**config.mk**
```make
export PLATFORM = sky130hd
export DESIGN_NAME = sacep_cell
export DESIGN_NICKNAME = d
export VERILOG_FILES = /design/src/hw/rtl/sacep_pkg.sv /design/src/hw/rtl/sacep_cell.sv
export SDC_FILE = /design/constraint.sdc
export NUM_CORES = 1
export LEC_CHECK = 0
export ABC_AREA = 1
export BUFFER_PORTS_ARGS = -buffer_cell sky130_fd_sc_hd__buf_2
export CORE_MARGIN = 2
export CORE_UTILIZATION = 40
export DETAILED_ROUTE_END_ITERATION = 8
export PLACE_DENSITY = 0.72
export SETUP_SLACK_MARGIN = 0.3
export SLEW_MARGIN = 20
export SYNTH_ARGS = -nofsm -noshare
export SYNTH_HDL_FRONTEND = slang
export SYNTH_SLANG_ARGS = --single-unit
```
**constraint.sdc**
```tcl
create_clock -name clock -period 2.55 [get_ports clock]
set_input_delay 0.1275 -clock clock [delete_from_list [all_inputs] [get_ports clock]]
set_output_delay 0.1275 -clock clock [all_outputs]
set_load 0.03 [all_outputs]
```
**src/hw/rtl/sacep_pkg.sv**
```systemverilog
package sacep_pkg;

   localparam int VALUE_W = 32;
   localparam int CAP_W   = 16;

   localparam logic [CAP_W-1:0]   CAP_LIMIT = 16'd1000;
   localparam logic [VALUE_W-1:0] SIGN_FLIP = 32'h8000_0000;

   typedef enum logic [1:0] {
      ST_LOAD,
      ST_SCAN,
      ST_DONE
   } state_type;

   // command broadcast along the cell row
   typedef struct packed {
      logic               insert;
      logic               shift;
      logic [VALUE_W-1:0] key;
   } cell_cmd_type;

   typedef struct packed {
      logic clear;
      logic step;
   } scan_ctl_type;

endpackage

```
**src/hw/rtl/sacep_cell.sv**
```systemverilog
module sacep_cell (
   input  logic                           clock,
   input  logic                           reset,
   input  sacep_pkg::cell_cmd_type        cmd,
   input  logic [sacep_pkg::VALUE_W-1:0]  left_value,
   input  logic                           left_valid,
   input  logic                           left_gt,
   input  logic [sacep_pkg::VALUE_W-1:0]  right_value,
   input  logic                           right_valid,
   output logic [sacep_pkg::VALUE_W-1:0]  value,
   output logic                           valid,
   output logic                           gt
);
   import sacep_pkg::*;

   logic [VALUE_W-1:0] value_ff;
   logic [VALUE_W-1:0] value_in;
   logic               valid_ff;
   logic               valid_in;

   assign gt = valid_ff && (value_ff > cmd.key);

   always_comb begin
      value_in = value_ff;
      valid_in = valid_ff;
      if (cmd.shift) begin
         // drain toward the low end of the row
         value_in = right_value;
         valid_in = right_valid;
      end else if (cmd.insert) begin
         if (left_gt) begin
            value_in = left_value;
            valid_in = 1'b1;
         end else if (gt || (!valid_ff && left_valid)) begin
            value_in = cmd.key;
            valid_in = 1'b1;
         end
      end
   end

   always_ff @(posedge clock) begin
      if (reset) begin
         valid_ff <= 1'b0;
      end else begin
         valid_ff <= valid_in;
      end
   end

   always_ff @(posedge clock) begin
      value_ff <= value_in;
   end

   assign value = value_ff;
   assign valid = valid_ff;

endmodule

```
==> results.yml <==
synth:
  synth_top_family_by_area: "compound AO/OA/AOI/OAI gates"
  synthAdderAreaFrac: 0.154
  syn_nets: 435
  yosys.cell_types.count: 27
  synth_mux_area_frac: 0
  yosysSeqAreaShare: 0.378
  synth_top_area_cell: "edfxtp_1"
  syn_inst: 300
  avgSynthCellArea_um2: 8.65
  ys_ff_latch: 33
  yosys-top-cells-area: "edfxtp_1, ha_1, nand2_1"
  synth-compound-area-share: 0.227
  yosys_warnings: 0
  synth_area_mm2: 0.00259
  synth-simple-area-share: 0.155
  synth_top_area_frac: 0.370
  synthXorXnorAreaFrac: 0
route:
  drc: 0
  post_drt_wl_per_cell_um: 12.7
  dr.pass1.iters: 4
  drt_iter0_drc: 63
  viasPerCell: 4.89
  vias: 2505
  antenna_left: 0
  drt-total-wl_mm: 6.50
clock_network:
  root_buffer: "clkbuf_8"
  post_cts_buffers: 0
  cts.repair.resized: 0
  numClockSinks: 33
  worst_skew_pair.late_latency_ns: 0.28
  clk_pin_slew_worst_paths_ns: 0.07
  cts_buffer_depth: 2
  numCtsBuffers: 5
  h-tree-depth: 2
  ctsHoldBuffers: 0
  cts_tree: "yes"
sta:
  setup_viol: 0
  tns_ns: 0
  whs_ns: 0.107
  slew_violations: 0
  period_needed_ns: 2.11
  final_hold_viol_count: 0
  max_slew_margin: 0.698
  rsz0062_at_grt: "true"
  worstMarginPinSlew_ns: 0.453
  fin_skew_ns: 0.00877
  post-route-period-util: 0.826
  fmax_ghz: 0.475
  fin_ws_ns: 0.444
critical_path:
  required_ns: 2.59
  critical-path-max-stage-delay_ns: 0.41
  crit_fanout: 21
  worstSetupPathType: "flop to flop"
  cp-start-kind: "flop"
  cp_num_buf_inv: 2
  cp_data_arrival_time_ns: 2.14
  r2r_slack_ns: 0.44
  critPathTopFamily: "simple AND/OR/NAND/NOR gates"
  critical-path-slowest-cell: "edfxtp_1"
  cp-end-kind: "flop"
  cp_cell_sequence: "ha_1, a21oi_1, nand2_1, nand2_1, nand3_2, a21oi_2, nand2_1, nand2_1, nand2_1, nand2_2, clkinvlp_4, buf_12"
  cpMostUsedCell: "nand2_1"
final_layout:
  fin_area_mm2: 0.00353
  antenna_cells: 0
  finalNonFillerCells: 512
  final_common_cell: "buf_2"
  final_core_util: 0.559
  nets: 569
  layout-drive-gt1-share: 0.393
  area_growth_syn_to_layout_pct: 35.9
  mostFrequentLayoutCells: "buf_2, nand2_1, inv_1, edfxtp_1, o21a_1"
job:
  cap_violations: 0
global_route:
  grt_pass1_wl_mm: 10.6
  grt_overflow_total: 0
  grt_pass1_vias: 2413
  grt_max_degree: 39
  grtUsageTotal: 0.182
  antenna_found_initial: 0
power:
  design_power_total_mw: 1.71
  ir_drop_v: 0.000273
  power_per_cell_area_mw_per_mm2: 485
  leakagePower_nw: 1.75
floorplanning:
  die_w_um: 84.5
  core_area_mm2: 0.00631
  die-area_mm2: 0.00715
  initial_core_util: 0.411
  rows: 29
  io_pins: 137
  die-height_um: 84.5
outcome:
  status: "finished clean"
place:
  placed_cell_area_mm2: 0.00339
  dp_cells: 504
  portBuffers: 136
  dp.final_hpwl_mm: 5.19
  gp_congestion: 0.799
  pre_cts_slack_ns: 0.395
worst_hold_path:
  hp-class: "input port to flop"
## metal layers
| layer | wire (um) | track usage |
|---|---|---|
| met5 | 0 | 0 |
| met2 | 3070 | 0.309 |
| met4 | 134 | 0.0693 |
| met3 | 416 | 0.0295 |
| met1 | 2890 | 0.233 |
## final cells by class
| class | instances | area (um^2) |
|---|---|---|
| Clock buffer | 8 | 90.1 |
| Fill cell | 631 | 2790 |
| Inverter | 45 | 173 |
| Multi-Input combinational cell | 209 | 1450 |
| Sequential cell | 33 | 981 |
| Tap cell | 77 | 96.3 |
| Timing Repair Buffer | 140 | 739 |
## state kept, by name, indices dropped and copies added, names as in the netlist
signal,flops
value,32
valid,1
## cells in the mapped netlist (all sizes together)
library cell,number
inv,44
buf,5
dfxtp,1
a21o,1
nand2,72
a211oi,1
nor2,15
nand3,2
o21bai,1
o21a,30
clkinv,1
clkbuf,8
a21oi,21
or2,1
edfxtp,32
ha,32
o21ai,2
nand4,2
o211ai,29
## worst reg2reg max path: cells and delay by family (launching register included)
kind            cells  cell delay (ns)
compound gates      2             0.31
flops               1             0.41
simple gates        7             0.52
fa+ha+maj           1             0.31
buf+inv             2             0.30
## path summary, 6_finish.rpt
| path | from | end | cells past startpoint |
|---|---|---|---|
| hold reg to reg | valid$_SDFFE_PP0P_ | valid$_SDFFE_PP0P_ | 2 |
| setup / recovery | value[19]$_DFFE_PP_ | value[7]$_DFFE_PP_ | 12 |
| setup reg to reg | value[19]$_DFFE_PP_ | value[7]$_DFFE_PP_ | 12 |
| hold / removal | right_value[22] | value[22]$_DFFE_PP_ | 2 |
## logic make-up after synthesis
| logic type | Yosys count |
|---|---|
| DFF | 33 |
| AOI/OAI and AO/OA | 85 |
| adders and majority gates | 32 |
| and+or+nand+nor | 92 |
| buffers and inverters | 58 |
## where the power goes
part	internal, mW	leakage (nW)	total (mW)	switching (mW)
registers	0.666	0.325	0.697	0.0313
clock network	0.220	0.0455	0.414	0.193
logic	0.240	1.38	0.599	0.358
No activity file was read; power rests on OpenSTA's default activity.
