**src/hw/rtl/sacep_pkg.sv**
```systemverilog
package sacep_pkg;

   localparam int VALUE_W = 32;
   localparam int CAP_W   = 16;

   localparam logic [CAP_W-1:0]   CAP_LIMIT = 16'd1000;
   localparam logic [VALUE_W-1:0] SIGN_FLIP = 32'h8000_0000;

   typedef enum logic [1:0] {
      ST_LOAD,
      ST_SCAN,
      ST_DONE
   } state_type;

   // command broadcast along the cell row
   typedef struct packed {
      logic               insert;
      logic               shift;
      logic [VALUE_W-1:0] key;
   } cell_cmd_type;

   typedef struct packed {
      logic clear;
      logic step;
   } scan_ctl_type;

endpackage

```
**src/hw/rtl/sacep_pair_scan.sv**
```systemverilog
module sacep_pair_scan #(
   parameter int PAIR_W = 9
) (
   input  logic                          clock,
   input  logic                          reset,
   input  sacep_pkg::scan_ctl_type       ctl,
   input  logic [sacep_pkg::VALUE_W-1:0] data,
   output logic [PAIR_W-1:0]             pairs
);
   import sacep_pkg::*;

   logic [VALUE_W-1:0] prev_ff;
   logic [VALUE_W-1:0] prev_in;
   logic               prev_valid_ff;
   logic               prev_valid_in;
   logic [PAIR_W-1:0]  pairs_ff;
   logic [PAIR_W-1:0]  pairs_in;

   always_comb begin
      prev_in       = prev_ff;
      prev_valid_in = prev_valid_ff;
      pairs_in      = pairs_ff;
      if (ctl.clear) begin
         prev_valid_in = 1'b0;
         pairs_in      = '0;
      end else if (ctl.step) begin
         if (prev_valid_ff && (prev_ff == data)) begin
            // matched pair: count it and skip both
            pairs_in      = pairs_ff + 1'b1;
            prev_valid_in = 1'b0;
         end else begin
            prev_in       = data;
            prev_valid_in = 1'b1;
         end
      end
   end

   always_ff @(posedge clock) begin
      if (reset) begin
         prev_valid_ff <= 1'b0;
         pairs_ff      <= '0;
      end else begin
         prev_valid_ff <= prev_valid_in;
         pairs_ff      <= pairs_in;
      end
   end

   always_ff @(posedge clock) begin
      prev_ff <= prev_in;
   end

   assign pairs = pairs_ff;

endmodule

```
**config.mk**
```make
export PLATFORM = sky130hd
export DESIGN_NAME = sacep_pair_scan
export DESIGN_NICKNAME = d
export VERILOG_FILES = /design/src/hw/rtl/sacep_pkg.sv /design/src/hw/rtl/sacep_pair_scan.sv
export SDC_FILE = /design/constraint.sdc
export NUM_CORES = 1
export LEC_CHECK = 0
export ABC_AREA = 1
export BUFFER_PORTS_ARGS = -buffer_cell sky130_fd_sc_hd__clkbuf_2
export CORE_MARGIN = 2
export CORE_UTILIZATION = 56
export DETAILED_ROUTE_END_ITERATION = 10
export PLACE_DENSITY_LB_ADDON = 0.25
export SLEW_MARGIN = 0
export SYNTH_ARGS = -nofsm -noshare
export SYNTH_HDL_FRONTEND = slang
export SYNTH_SLANG_ARGS = --single-unit
```
**constraint.sdc**
```tcl
create_clock -name clock -period 4.8 [get_ports clock]
set_input_delay 0.24 -clock clock [delete_from_list [all_inputs] [get_ports clock]]
set_output_delay 0.24 -clock clock [all_outputs]
set_load 0.05 [all_outputs]
```
==> results.yml <==
routing:
  wl_per_cell_um: 11.5
  vias: 2177
  viasPerCell: 4.88
  dr.pass1.iters: 4
  drt-total-wl_mm: 5.15
  ant_nets: 0
  drt-initial-drc-count: 183
  drc: 0
timing:
  fmax_mhz: 501
  rsz0062_at_grt: "false"
  setup_viol: 0
  report.final.slew_viol_count: 0
  finalWorstSetupSlack_ns: 2.80
  max_slew_margin_pct: 55.3
  layout_min_cycle_time_ns: 2.00
  fin_skew_ns: 0.00472
  fin_hold_ws_ns: 0.153
  fin_crit_sh_pct: 41.6
  hold_viol: 0
  fin_setup_tns_ns: 0
  worst_pin_slew_ns: 0.668
floorplanning:
  die_w_um: 70.4
  coreArea_mm2: 0.00429
  initial_core_util_pct: 57.5
  rows: 24
  pin_count: 45
  die-area_mm2: 0.00496
  chipHeight_um: 70.4
power_and_ir_drop:
  p_per_area_mw_per_mm2: 278
  finalPower_uw: 796
  irDropWorstVdd_v: 0.000197
  p_leak_uw: 0.00149
cells_and_area:
  nFillCells: 402
  area_delta_synth_final_pct: 15.9
  antenna_cells: 0
  layout.nets: 430
  final_area_mm2: 0.00286
  drive_above_1_share_pct: 16.2
worst_hold_path:
  min_path_cells: 1
  whs_endpoint: "prev_ff[26]"
  hp-class: "in -> reg"
  holdCritStartpoint: "data[26]"
critical_path:
  cp_cell_sequence: "xnor2_1 > nand3_1 > nor2_1 > nand2_1 > nor2_4 > a211oi_4 > buf_4"
  crit_buf_inv: 1
  worstPathRequired_ns: 4.80
  worstPathArrival_ns: 2.00
  crit_family: "simple AND/OR/NAND/NOR gates"
  worstReg2RegStart: "prev_ff[22]"
  crit_fanout: 32
  reg2reg_depth: 7
  r2r-end: "prev_ff[15]"
  r2r_setup_slack_ns: 2.80
  crit_start: "prev_ff[22]"
  endpoint_kind: "register"
  max_stage_delay_ns: 0.39
  critical-path-slowest-cell: "edfxtp_1"
  crit_type: "reg -> reg"
  cp-start-kind: "register"
grt:
  grt_pass1_vias: 2068
  grt_max_degree: 33
  grt_pass1_wl_mm: 9.02
  globalRouteOverflowTotal: 0
  grtUsageTotal_pct: 22.7
  antenna_found_initial: 0
clock_network:
  post_cts_resized: 0
  cts_buffer_depth: 2
  hold_buffers: 0
  cts_root_buf: "clkbuf_8"
  post-cts-setup-buffers: 0
  cts_made_buffers: 5
  cts.clk_slew.worst_paths_ns: 0.08
  tritoncts: "yes"
  htree_levels: 2
  cts_sinks: 42
  clock_latency_ns: 0.29
flow_run:
  maxCapViolations: 0
synth:
  netlist_area_mm2: 0.00247
  synth_area_leaders: "edfxtp_1, nand2_1, inv_1, dfxtp_1, nor2_1"
  synth_top_area_share_pct: 38.9
  yosys_warnings: 0
  yosys_register_bits: 42
  ys_seq_area_share_pct: 47.0
  synthCells: 343
  synth_area_leader_cell: "edfxtp_1"
  avgSynthCellArea_um2: 7.20
  synthesis.nets: 380
  synth.distinct_cells: 25
outcome:
  status: "finished, final reports clean"
placement:
  place_congestion: 0.863
  placed_cell_area_mm2: 0.00276
  hpwl_mm: 4.09
  dp_slack_ns: 2.80
  port_buffers: 44
[sequential cells by signal, summed over array words and instances (netlist names)]
signal	count
pairs	9
prev_ff	32
prev_valid_ff	1
[layout make-up]
cell class,instances,area (um2),share of cell area (%)
multi-input cells,216,990,34.6
clock buffers,7,76.3,2.67
well taps,52,65.1,2.27
clock inverters,1,30.0,1.05
flip-flops and latches,42,1160,40.6
inverters,83,312,10.9
repair buffers,45,228,7.96
[cells in the final DEF, fill, tap and decap left out, drive strengths merged]
cell	instances
nand4	14
clkbuf	51
nor2	42
inv	83
nand2	127
o211a	1
nor4	1
xnor2	5
nand3	13
nand3b	2
and2	2
ha	1
o21ai	2
nor3	3
edfxtp	32
bufinv	1
o211ai	1
a211oi	1
a21boi	1
buf	1
dfxtp	10
[cells in the mapped netlist]
cell,count
a211oi_1,1
a21boi_1,1
and2_1,2
buf_4,1
buf_6,1
dfxtp_1,10
edfxtp_1,32
ha_1,1
inv_1,80
inv_2,3
nand2_1,127
nand3_1,9
nand3_2,4
nand3b_1,2
nand4_1,14
nor2_1,39
nor2_2,2
nor2_4,1
nor3_1,1
nor3_2,2
nor4_1,1
o211a_1,1
o211ai_1,1
o21ai_0,2
xnor2_1,5
[metrics by stage]
stage          std cells  util, %
2_1_floorplan        343        -
3_3_place_gp         438     64.2
3_5_place_dp         438     64.2
4_1_cts              446     66.6
5_1_grt              446     66.6
6_report             446     66.6
[power breakdown]
part           switching (uW)  internal [uW]  total [uW]
Sequential               9.57            412         422
Combinational            63.3           38.6         102
Clock                     117            156         272
Total                     189            606         796
[how the worst max path moves through the flow]
stage | end | slack, ns | cells past startpoint
floorplan | prev_ff[0] | 0.97 | 6
global placement | prev_ff[10] | 2.84 | 7
detailed placement | prev_ff[3] | 2.80 | 7
CTS | prev_ff[12] | 2.79 | 8
global route | prev_ff[5] | 2.62 | 7
finish | prev_ff[15] | 2.80 | 7
[cells by family (layout without fill, tap and decap cells)]
kind of cell / count (synthesis) / count (layout) / synth area share [%]
flops: 42 / 42 / 47.0
buf+inv: 85 / 136 / 13.4
fa+ha+maj: 1 / 1 / 0.507
simple gates: 204 / 204 / 35.6
xor+xnor: 5 / 5 / 1.77
compound gates: 6 / 6 / 1.72
[per-layer routing]
metal	routed length, um	vias up	track usage, %
li1	-	1138	-
met1	2470	970	32.4
met2	2390	64	36.4
met3	252	5	4.62
met4	31	0	3.85
met5	0	-	0
Power figures use the tool's default switching activity.
